==> src/rtl/hrevg_pkg.sv <==
// Package for the hold/repeat event generator: field widths, item and
// table entry layouts, sequencer states. Used by every rtl file.
package hrevg_pkg;

    localparam int IDX_W       = 6;
    localparam int PRESS_W     = 3;
    localparam int TIME_W      = 16;
    localparam int HELD_W      = 32;
    localparam int CNT_W       = 16;
    localparam int HP_W        = TIME_W + PRESS_W;
    localparam int PROD_W      = HELD_W + 1;
    localparam int K_W         = 4;
    localparam int S_TDATA_W   = 64;
    localparam int M_TDATA_W   = 24;
    localparam int ITEM_W      = IDX_W + PRESS_W + 1 + 3 * TIME_W;
    localparam int RESULT_LIMIT = 32;

    localparam int NUM_MAPPINGS_DEF = 64;
    localparam int MAX_BURST_DEF    = 32;

    localparam logic [CNT_W-1:0] COUNT_MAX = '1;

    // input item, mapping_index in the lowest bits
    typedef struct packed {
        logic [TIME_W-1:0]  repeat_time;
        logic [TIME_W-1:0]  hold_time;
        logic [TIME_W-1:0]  delta_time;
        logic               still_held;
        logic [PRESS_W-1:0] press_count;
        logic [IDX_W-1:0]   mapping_index;
    } item_t;

    // one table entry per mapping
    typedef struct packed {
        logic              holding;
        logic [HELD_W-1:0] held_time;
        logic [CNT_W-1:0]  emitted_count;
    } entry_t;

    // one event handed from the sequencer to the output register
    typedef struct packed {
        logic [IDX_W-1:0] event_mapping;
        logic [CNT_W-1:0] event_number;
        logic             last_of_step;
    } evt_t;

    typedef struct packed {
        logic clearing;
        logic mem_we;
    } ctrl_status_t;

    typedef enum logic [2:0] {
        ST_CLEAR,
        ST_IDLE,
        ST_READ,
        ST_PLAN,
        ST_PRESS,
        ST_BURST,
        ST_RELEASE,
        ST_WRITE
    } ctrl_state_t;

endpackage

==> src/rtl/hrevg_mem.sv <==
// Per-mapping state table: one write port, one read port, registered read.
// Depends on hrevg_pkg for the entry layout.
module hrevg_mem
    import hrevg_pkg::*;
#(
    parameter int DEPTH = NUM_MAPPINGS_DEF,
    parameter int AW    = 6
) (
    input  logic          aclk,
    input  logic          we,
    input  logic [AW-1:0] waddr,
    input  entry_t        wdata,
    input  logic [AW-1:0] raddr,
    output entry_t        rdata
);

    entry_t mem_reg [DEPTH];
    entry_t rdata_reg;

    always_ff @(posedge aclk) begin
        if (we) begin
            mem_reg[waddr] <= wdata;
        end
        rdata_reg <= mem_reg[raddr];
    end

    assign rdata = rdata_reg;

endmodule

==> src/rtl/hrevg_ctrl.sv <==
// Sequencer: clears the table, reads an entry, plans the events, emits them
// one per cycle unless stalled and writes the entry back. Depends on hrevg_pkg, hrevg_mem.
module hrevg_ctrl
    import hrevg_pkg::*;
#(
    parameter int NUM_MAPPINGS = NUM_MAPPINGS_DEF,
    parameter int MAX_BURST    = MAX_BURST_DEF
) (
    input  logic         aclk,
    input  logic         aresetn,
    input  logic         in_valid,
    output logic         in_ready,
    input  item_t        in_item,
    output logic         evt_valid,
    output evt_t         evt,
    input  logic         out_free,
    output ctrl_status_t status
);

    localparam int AW        = (NUM_MAPPINGS > 1) ? $clog2(NUM_MAPPINGS) : 1;
    localparam int BURST_CAP = (MAX_BURST < RESULT_LIMIT) ? MAX_BURST : RESULT_LIMIT;
    localparam int BW        = $clog2(BURST_CAP + 1);

    ctrl_state_t       state_reg, state_next;
    logic [AW-1:0]     clr_addr_reg, clr_addr_next;
    item_t             item_reg, item_next;
    logic [HP_W-1:0]   hp_reg, hp_next;
    logic              flag_reg, flag_next;
    logic [HELD_W-1:0] held_reg, held_next;
    logic [CNT_W-1:0]  cnt_reg, cnt_next;
    logic [HELD_W-1:0] t_reg, t_next;
    logic [HELD_W-1:0] d_reg, d_next;
    logic [PROD_W-1:0] prod_a_reg, prod_a_next;
    logic [PROD_W-1:0] prod_b_reg, prod_b_next;
    logic [K_W-1:0]    k_reg, k_next;
    logic              start_reg, start_next;
    logic              tail_reg, tail_next;
    logic [BW-1:0]     burst_reg, burst_next;

    logic              mem_we;
    logic [AW-1:0]     mem_waddr;
    entry_t            mem_wdata;
    entry_t            mem_rdata;

    logic [HELD_W:0]   held_sum;
    logic [HELD_W-1:0] cnt_mul;
    logic [HELD_W:0]   t_sub;
    logic              start_ok;
    logic              rel_first;
    logic [CNT_W-1:0]  cnt_inc;
    logic              elig_a;
    logic              elig_b;
    logic              rep_zero;

    hrevg_mem #(
        .DEPTH (NUM_MAPPINGS),
        .AW    (AW)
    ) u_mem (
        .aclk  (aclk),
        .we    (mem_we),
        .waddr (mem_waddr),
        .wdata (mem_wdata),
        .raddr (AW'(in_item.mapping_index)),
        .rdata (mem_rdata)
    );

    // datapath terms
    assign held_sum  = {1'b0, mem_rdata.held_time} + (HELD_W + 1)'(item_reg.delta_time);
    assign cnt_mul   = HELD_W'(mem_rdata.emitted_count) * HELD_W'(item_reg.repeat_time);
    assign t_sub     = {1'b0, t_reg} - (HELD_W + 1)'(item_reg.hold_time);
    assign start_ok  = HP_W'(item_reg.delta_time) >= hp_reg;
    assign rel_first = cnt_reg != '0;
    assign rep_zero  = item_reg.repeat_time == '0;
    assign cnt_inc   = cnt_reg + 1'b1;
    assign elig_a    = (cnt_reg != COUNT_MAX)
                       && (rep_zero ? (cnt_reg == '0) : (prod_a_reg <= {1'b0, d_reg}))
                       && (32'(burst_reg) < BURST_CAP);
    assign elig_b    = (cnt_inc != COUNT_MAX) && !rep_zero
                       && (prod_b_reg <= {1'b0, d_reg})
                       && (32'(burst_reg) + 1 < BURST_CAP);

    always_ff @(posedge aclk) begin
        if (!aresetn) begin
            state_reg    <= ST_CLEAR;
            clr_addr_reg <= '0;
        end else begin
            state_reg    <= state_next;
            clr_addr_reg <= clr_addr_next;
        end
    end

    always_ff @(posedge aclk) begin
        item_reg   <= item_next;
        hp_reg     <= hp_next;
        flag_reg   <= flag_next;
        held_reg   <= held_next;
        cnt_reg    <= cnt_next;
        t_reg      <= t_next;
        d_reg      <= d_next;
        prod_a_reg <= prod_a_next;
        prod_b_reg <= prod_b_next;
        k_reg      <= k_next;
        start_reg  <= start_next;
        tail_reg   <= tail_next;
        burst_reg  <= burst_next;
    end

    always_comb begin
        state_next    = state_reg;
        clr_addr_next = clr_addr_reg;
        item_next     = item_reg;
        hp_next       = hp_reg;
        flag_next     = flag_reg;
        held_next     = held_reg;
        cnt_next      = cnt_reg;
        t_next        = t_reg;
        d_next        = d_reg;
        prod_a_next   = prod_a_reg;
        prod_b_next   = prod_b_reg;
        k_next        = k_reg;
        start_next    = start_reg;
        tail_next     = tail_reg;
        burst_next    = burst_reg;
        in_ready      = 1'b0;
        evt_valid     = 1'b0;
        evt.event_mapping = item_reg.mapping_index;
        evt.event_number  = '0;
        evt.last_of_step  = 1'b0;
        mem_we        = 1'b0;
        mem_waddr     = AW'(item_reg.mapping_index);
        mem_wdata     = {flag_reg, held_reg, cnt_reg};

        unique case (state_reg)
            ST_CLEAR: begin
                mem_we    = 1'b1;
                mem_waddr = clr_addr_reg;
                mem_wdata = '0;
                if (32'(clr_addr_reg) == NUM_MAPPINGS - 1) begin
                    state_next = ST_IDLE;
                end else begin
                    clr_addr_next = clr_addr_reg + 1'b1;
                end
            end
            ST_IDLE: begin
                in_ready = 1'b1;
                if (in_valid) begin
                    item_next = in_item;
                    hp_next   = HP_W'(in_item.hold_time) * HP_W'(in_item.press_count);
                    // drop items for mappings that do not exist
                    if (32'(in_item.mapping_index) < NUM_MAPPINGS) begin
                        state_next = ST_READ;
                    end
                end
            end
            ST_READ: begin
                flag_next   = mem_rdata.holding;
                held_next   = mem_rdata.held_time;
                cnt_next    = mem_rdata.emitted_count;
                t_next      = held_sum[HELD_W] ? '1 : held_sum[HELD_W-1:0];
                prod_a_next = PROD_W'(cnt_mul);
                state_next  = ST_PLAN;
            end
            ST_PLAN: begin
                if (item_reg.press_count != '0) begin
                    // releases and starts alternate to end on a start; else one release
                    start_next = start_ok;
                    tail_next  = start_ok && !item_reg.still_held;
                    if (start_ok) begin
                        k_next = K_W'(rel_first) + {item_reg.press_count, 1'b0} - 1'b1;
                    end else begin
                        k_next = K_W'(rel_first);
                    end
                    if (item_reg.still_held) begin
                        flag_next = 1'b1;
                        cnt_next  = start_ok ? CNT_W'(1) : '0;
                        if (rel_first || (start_ok && item_reg.press_count > PRESS_W'(1))) begin
                            held_next = '0;
                        end
                    end else begin
                        flag_next = 1'b0;
                        held_next = '0;
                        cnt_next  = '0;
                    end
                    if (start_ok || rel_first) begin
                        state_next = ST_PRESS;
                    end else begin
                        state_next = ST_WRITE;
                    end
                end else if (flag_reg) begin
                    if (!item_reg.still_held) begin
                        flag_next  = 1'b0;
                        held_next  = '0;
                        cnt_next   = '0;
                        state_next = rel_first ? ST_RELEASE : ST_WRITE;
                    end else begin
                        held_next   = t_reg;
                        d_next      = t_sub[HELD_W-1:0];
                        prod_b_next = prod_a_reg + PROD_W'(item_reg.repeat_time);
                        burst_next  = '0;
                        state_next  = t_sub[HELD_W] ? ST_WRITE : ST_BURST;
                    end
                end else begin
                    state_next = ST_WRITE;
                end
            end
            ST_PRESS: begin
                evt_valid        = 1'b1;
                evt.event_number = (start_reg && k_reg[0]) ? CNT_W'(1) : '0;
                evt.last_of_step = (k_reg == K_W'(1)) && !tail_reg;
                if (out_free) begin
                    k_next = k_reg - 1'b1;
                    if (k_reg == K_W'(1)) begin
                        state_next = tail_reg ? ST_RELEASE : ST_WRITE;
                    end
                end
            end
            ST_BURST: begin
                if (!elig_a) begin
                    state_next = ST_WRITE;
                end else begin
                    evt_valid        = 1'b1;
                    evt.event_number = cnt_inc;
                    evt.last_of_step = !elig_b;
                    if (out_free) begin
                        cnt_next    = cnt_inc;
                        prod_a_next = prod_b_reg;
                        prod_b_next = prod_b_reg + PROD_W'(item_reg.repeat_time);
                        burst_next  = burst_reg + 1'b1;
                        if (!elig_b) begin
                            state_next = ST_WRITE;
                        end
                    end
                end
            end
            ST_RELEASE: begin
                evt_valid        = 1'b1;
                evt.event_number = '0;
                evt.last_of_step = 1'b1;
                if (out_free) begin
                    state_next = ST_WRITE;
                end
            end
            ST_WRITE: begin
                mem_we     = 1'b1;
                state_next = ST_IDLE;
            end
            default: begin
                state_next = ST_IDLE;
            end
        endcase
    end

    assign status.clearing = state_reg == ST_CLEAR;
    assign status.mem_we   = mem_we;

endmodule

==> src/rtl/hold_repeat_event_generator.sv <==
// Top level of the hold/repeat (typematic) event generator: stream ports,
// output register and checks. Depends on hrevg_pkg, hrevg_ctrl, hrevg_mem.
//
//   channel  direction  ports                              content
//   s_       in         s_tvalid s_tready s_tdata[63:0]    one time step of one mapping
//   m_       out        m_tvalid m_tready m_tdata[23:0]    one event, tlast on the last
//                       m_tlast                            event of its input item
//
// An item passes through accept, table read, plan and write back, plus a pass
// through the output register for each event it causes, one event per cycle
// unless m_tready stalls; a held step that finds no repeat due also passes
// through the burst state. The single table port pair keeps items apart: the
// entry is read, modified and written back before the next item is taken.
// After reset the table is cleared entry by entry; no item is
// accepted meanwhile. A stall on m_tready holds the sequencer on its current
// event; the final event may wait in the output register while the next
// item is already accepted.
module hold_repeat_event_generator
    import hrevg_pkg::*;
#(
    parameter int NUM_MAPPINGS = NUM_MAPPINGS_DEF,
    parameter int MAX_BURST    = MAX_BURST_DEF
) (
    input  logic                 aclk,
    input  logic                 aresetn,
    input  logic                 s_tvalid,
    output logic                 s_tready,
    // mapping_index[5:0], press_count[8:6], still_held[9], delta_time[25:10],
    // hold_time[41:26], repeat_time[57:42], zero fill above
    input  logic [S_TDATA_W-1:0] s_tdata,
    output logic                 m_tvalid,
    input  logic                 m_tready,
    // event_mapping[5:0], event_number[21:6], zero fill above
    output logic [M_TDATA_W-1:0] m_tdata,
    output logic                 m_tlast     // last_of_step
);

    item_t        in_item;
    logic         evt_valid;
    evt_t         evt;
    logic         out_free;
    ctrl_status_t status;

    logic                 m_tvalid_reg;
    logic [M_TDATA_W-1:0] m_tdata_reg;
    logic                 m_tlast_reg;

    // unpack the item; the fill bits above the fields are ignored
    assign in_item = item_t'(s_tdata[ITEM_W-1:0]);

    hrevg_ctrl #(
        .NUM_MAPPINGS (NUM_MAPPINGS),
        .MAX_BURST    (MAX_BURST)
    ) u_ctrl (
        .aclk      (aclk),
        .aresetn   (aresetn),
        .in_valid  (s_tvalid),
        .in_ready  (s_tready),
        .in_item   (in_item),
        .evt_valid (evt_valid),
        .evt       (evt),
        .out_free  (out_free),
        .status    (status)
    );

    // the output register takes a new event when empty or being drained
    assign out_free = !m_tvalid_reg || m_tready;

    always_ff @(posedge aclk) begin
        if (!aresetn) begin
            m_tvalid_reg <= 1'b0;
        end else if (evt_valid && out_free) begin
            m_tvalid_reg <= 1'b1;
        end else if (m_tready) begin
            m_tvalid_reg <= 1'b0;
        end
    end

    // payload: load with each new event, hold otherwise
    always_ff @(posedge aclk) begin
        if (evt_valid && out_free) begin
            m_tdata_reg <= M_TDATA_W'({evt.event_number, evt.event_mapping});
            m_tlast_reg <= evt.last_of_step;
        end
    end

    assign m_tvalid = m_tvalid_reg;
    assign m_tdata  = m_tdata_reg;
    assign m_tlast  = m_tlast_reg;

    // an in-range item blocks the input until its write back is done
    a_busy_after_accept: assert property (@(posedge aclk) disable iff (!aresetn)
        (s_tvalid && s_tready && (32'(s_tdata[IDX_W-1:0]) < NUM_MAPPINGS)) |=> !s_tready)
        else $error("input accepted while an item is in flight");

    // a write back ends the item and reopens the input
    a_write_then_idle: assert property (@(posedge aclk) disable iff (!aresetn)
        (status.mem_we && !status.clearing) |=> s_tready)
        else $error("sequencer did not return to idle after write back");

    // no event leaves during the clearing pass
    a_no_event_in_clear: assert property (@(posedge aclk) disable iff (!aresetn)
        status.clearing |-> (!m_tvalid && !evt_valid))
        else $error("event produced during table clearing");

endmodule

==> config.mk <==
export PLATFORM = sky130hd
export DESIGN_NAME = hold_repeat_event_generator
export DESIGN_NICKNAME = d
export VERILOG_FILES = /design/src/rtl/hrevg_pkg.sv /design/src/rtl/hrevg_mem.sv /design/src/rtl/hrevg_ctrl.sv /design/src/rtl/hold_repeat_event_generator.sv
export SDC_FILE = /design/constraint.sdc
export NUM_CORES = 2
export LEC_CHECK = 0
export ABC_CLOCK_PERIOD_IN_PS = 8000
export BUFFER_PORTS_ARGS = -buffer_cell sky130_fd_sc_hd__buf_2
export CAP_MARGIN = 15
export CORE_ASPECT_RATIO = 1.75
export CORE_UTILIZATION = 25
export DETAILED_ROUTE_END_ITERATION = 10
export GPL_TIMING_DRIVEN = 0
export PLACE_DENSITY = 0.41
export SYNTH_ARGS = -nofsm -noshare
export SYNTH_HDL_FRONTEND = slang
export SYNTH_SLANG_ARGS = --single-unit
export TNS_END_PERCENT = 30
==> constraint.sdc <==
create_clock -name aclk -period 8 [get_ports aclk]
set_input_delay 0.8 -clock aclk [delete_from_list [all_inputs] [get_ports aclk]]
set_output_delay 0.8 -clock aclk [all_outputs]
set_load 0.01 [all_outputs]
==> run summary <==
The H-tree generated during clock tree synthesis spans 5 levels. Shortest clock period the worst path allows after layout: 7.711 ns. For the placer congestion estimate, the log shows 0.8576. Global routing used 34.93% of the available met2 tracks.

The die covers 0.5901 mm^2. For the count of endpoints failing setup in the final report, the log shows 0. Once layout is done, the placed cells without fillers occupy 0.1746 mm^2. Clock skew on the completed layout was measured at 0.07922 ns. The reg-to-reg setup timing slack was 0.29 ns. The run finished with clean final reports. In this run, the number of DRC markers left after iteration 0 of detailed routing was 6616. The startpoint of the lowest-slack register-to-register path is u_ctrl.item_reg[52]. Average wire per standard cell: 32.70 um. The share of final-layout standard cells stronger than drive strength 1 is 25.83%.

Site row count: 371. In this run the worst path has a maximum fanout of 10. The number of slew-limit violations in the final report is 0.

Synthesis inferred 3486 register bits. The routed wire length came out at 524500 um. The number of global-route vias before repair was 81190. The number of cells on the worst reg-to-reg path is 22. Busiest metal layer after global routing: met2. The final cell utilization of the core was 29.90%. The clock-pin slew reported for the worst setup and hold paths after clock tree synthesis works out to 0.07 ns. In this run the post-CTS setup repair buffer count came out at 0. The pin count of the biggest net entering global routing is 65. Synthesis produced 7330 cells. The run gives 0 as the number of remaining DRC errors. The run gives 0.1467 mm^2 as the post-synthesis cell area. Maximum achievable frequency: 129.7 MHz.

TritonCTS built the clock tree. In this run the deepest clock path goes through 4 buffers. The horizontal extent of the die is 581.1 um, and the arrival time of the worst setup path is 8.37 ns. At the pin with the least slew margin, the transition time is 1.263 ns. The tools report the capturing element type of the critical path as a flop. The first global-routing pass estimated 703300 um of wire.

The final layout contains 8601 nets. The worst-case hold path end point was u_ctrl.evt[19]. Summing the sequential cell areas from Yosys gives 70.94% of the chip area. The height of the die came out at 1015 um. Setup repair after global routing left no endpoint under its margin.

Global routing used 17.46% of the available tracks. The type of element launching the critical path was a flop. Number of enable-type register cells in the synthesized netlist: 3427. The logs give 332 for the TritonCTS buffer count and 0.1350 ns for the worst setup slack before clock tree synthesis. For this design the static power due to leakage is 56.78 nW.

Signed area change from the synthesized netlist to the final layout: 18.99%. The tightest hold path in the finished design has a slack of 0.08741 ns. Power comes to 47.06 mW.

Using the TritonRoute via totals, the vias-per-cell ratio works out to 4.708. The worst hold path belongs to the class in -> reg. The startpoint identified for the worst hold timing path is s_tdata[2].

Once routing completed, OpenROAD measured the worst setup slack at 0.2886 ns. The final hold violation count was 0. The worst setup path is of the reg -> reg kind. A synthesized cell averages 20.02 um^2. Top-level I/O count: 95. The clock tree root driver cell was sky130_fd_sc_hd__clkbuf_16. Synthesis instantiated 77 different standard cells from the library. Summing over every cut layer, the via total after detailed routing is 75530. The endpoint required time on the critical path is 8.66 ns. The worst voltage drop across the vdd grid was 0.5396 mV; the number of flip-flops under the largest register name was 3136. The total overflow reported by the global router is 0. Effective utilization at floorplan: 25.13%. The period utilization is 96.39%, and the max capacitance violation total is 0. The endpoint of the worst register-to-register path is u_ctrl.prod_a_reg[23].

Number of synthesis warnings: 0. The routing usage on met3 is 1.591%. The run gives 0.5840 mm^2 as the floorplan core area. The number of sinks driven by the clock tree is 3486, and the power per unit of standard cell area is 269.6 mW/mm^2. Clock latency on the worst-skew pair, taken at its later pin, is 0.97 ns.

In this run the cell area measured after placement is 0.1631 mm^2. The run gives 6 as the iteration count of the initial detailed-routing pass. After filler insertion, the fill cell instance count of the layout stands at 56920.

Async set-or-reset flop fraction in the synthesized netlist: 0%. Remaining antenna violation count: 0. The initial antenna violation count is 44, and the depth of the worst hold-timing path is 1.

In this run the tightest slew margin relative to its limit is 15.02%. The most common flop cell mapped by yosys is sky130_fd_sc_hd__edfxtp_1. For met1 alone, demand over resource in global routing was 17.72%. Port buffering added 86 buffers.

Placed wire-length estimate after detailed placement: 390000 um.
==> worst max-delay path by stage <==
stage / startpoint / end / slack (ns)
after floorplan: u_ctrl.item_reg[49] / u_ctrl.prod_a_reg[29] / 1.88
after global placement: u_ctrl.state_reg[2] / u_ctrl.u_mem.mem_reg[49][24] / -2.04
after detailed placement: u_ctrl.item_reg[49] / u_ctrl.prod_a_reg[23] / 0.13
after CTS: u_ctrl.item_reg[49] / u_ctrl.prod_a_reg[23] / 0.05
after global routing: u_ctrl.item_reg[46] / u_ctrl.prod_a_reg[23] / 0.02
final: u_ctrl.item_reg[52] / u_ctrl.prod_a_reg[23] / 0.29
==> layout make-up <==
type | instances | area, um^2 | area share, %
sequential | 3486 | 104100 | 59.62
multi-input combinational | 3156 | 40580 | 23.25
tap | 7646 | 9567 | 5.480
clock buffer | 411 | 8812 | 5.048
timing repair buffer | 397 | 6505 | 3.726
clock inverter | 188 | 2110 | 1.208
buffer | 331 | 1398 | 0.8005
inverter | 358 | 1344 | 0.7697
antenna | 69 | 172.7 | 0.09890
==> Yosys cell counts (all sizes together), types with 12 or more instances <==
cell type | instances | share of area [%]
nor3 | 44 | 0.15
or3 | 14 | 0.063
nand4 | 24 | 0.10
dfxtp | 59 | 0.81
nand2 | 416 | 1.1
inv | 358 | 0.92
o21ai | 115 | 0.39
nand2b | 19 | 0.081
xor2 | 71 | 0.42
a21o | 41 | 0.21
o21a | 21 | 0.11
buf | 119 | 0.38
mux4 | 1016 | 16
a22o | 32 | 0.19
fa | 212 | 2.9
xnor2 | 67 | 0.40
clkbuf | 212 | 0.54
a31oi | 20 | 0.085
nor4 | 15 | 0.078
mux2i | 25 | 0.17
a21boi | 20 | 0.10
nor2 | 172 | 0.44
o211ai | 12 | 0.061
edfxtp | 3427 | 70
a21oi | 91 | 0.31
nor2b | 24 | 0.10
nand3 | 79 | 0.27
ha | 259 | 2.2
mux2 | 22 | 0.17
and2 | 182 | 0.78
and3 | 18 | 0.077
a211oi | 17 | 0.090
==> metal layers <==
metal  wire length (um)  vias up  share of wire, %
met5                 27        -            0.0051
met4              29620        4               5.6
met3              19360      705               3.7
met2             300700     2139                57
met1             174800    41680                33
li1                   -    31010                 -
==> layout by cell type (no fill, tap or decap), drive strengths merged, types with 91 or more instances in the layout <==
cell type	count
mux4	1016
fa	212
buf	486
clkinv	130
inv	370
o21ai	115
nand2	416
and2	182
clkbuf	623
edfxtp	3427
nor2	172
a21oi	91
ha	259
==> timing repair <==
action                                  4_1_cts  5_1_grt
hold buffers                                 30        0
endpoints found under the setup margin        0        7
hold endpoints to repair                     30        0
resized for setup                             0       15
==> critical path, cell delays in order, from the launching register on <==
cell	delay (ns)
sky130_fd_sc_hd__edfxtp_1	1.03
sky130_fd_sc_hd__clkbuf_1	0.54
sky130_fd_sc_hd__nand2_1	0.16
sky130_fd_sc_hd__fa_1	0.47
sky130_fd_sc_hd__inv_1	0.08
sky130_fd_sc_hd__fa_1	0.41
sky130_fd_sc_hd__inv_1	0.09
sky130_fd_sc_hd__fa_1	0.38
sky130_fd_sc_hd__inv_1	0.08
sky130_fd_sc_hd__fa_1	0.42
sky130_fd_sc_hd__fa_1	0.49
sky130_fd_sc_hd__inv_1	0.05
sky130_fd_sc_hd__fa_1	0.66
sky130_fd_sc_hd__inv_1	0.09
sky130_fd_sc_hd__ha_1	0.34
sky130_fd_sc_hd__a21oi_1	0.33
sky130_fd_sc_hd__o221ai_1	0.18
sky130_fd_sc_hd__a31oi_1	0.43
sky130_fd_sc_hd__o211a_1	0.28
sky130_fd_sc_hd__inv_1	0.05
sky130_fd_sc_hd__a21oi_1	0.17
sky130_fd_sc_hd__xor2_1	0.49
sky130_fd_sc_hd__o21ai_0	0.18
==> through the flow <==
| step | instances | TNS (ns) |
|---|---|---|
| 6_report | 16040 | 0 |
| 4_1_cts | 15970 | 0 |
| 3_3_place_gp | 15060 | -3170.76 |
| 5_1_grt | 16030 | 0 |
| 3_5_place_dp | 15340 | 0 |
| 2_1_floorplan | 7331 | 0 |
==> power breakdown <==
group          leakage [nW]  switching [mW]  total, mW  internal, mW
Sequential             31.9           0.121       20.4          20.2
Clock                  5.32            7.34       16.4          9.06
Combinational          19.5            6.69       10.3          3.62
==> cell families (layout without fill, tap and decap cells) <==
| logic type | Yosys count | in the layout | synth area share, % |
|---|---|---|---|
| XOR/XNOR | 138 | 138 | 0.8238 |
| adder cells (fa/ha/maj) | 471 | 471 | 5.101 |
| other | 1 | 71 | 0.002556 |
| multiplexers | 1063 | 1063 | 15.93 |
| buffers and inverters | 689 | 1685 | 1.838 |
| AND/OR/NAND/NOR | 1044 | 1044 | 3.407 |
| AO/OA/AOI/OAI | 438 | 438 | 1.949 |
| flip-flops | 3486 | 3486 | 70.94 |
Note: power is estimated with default switching activity, not from simulation.
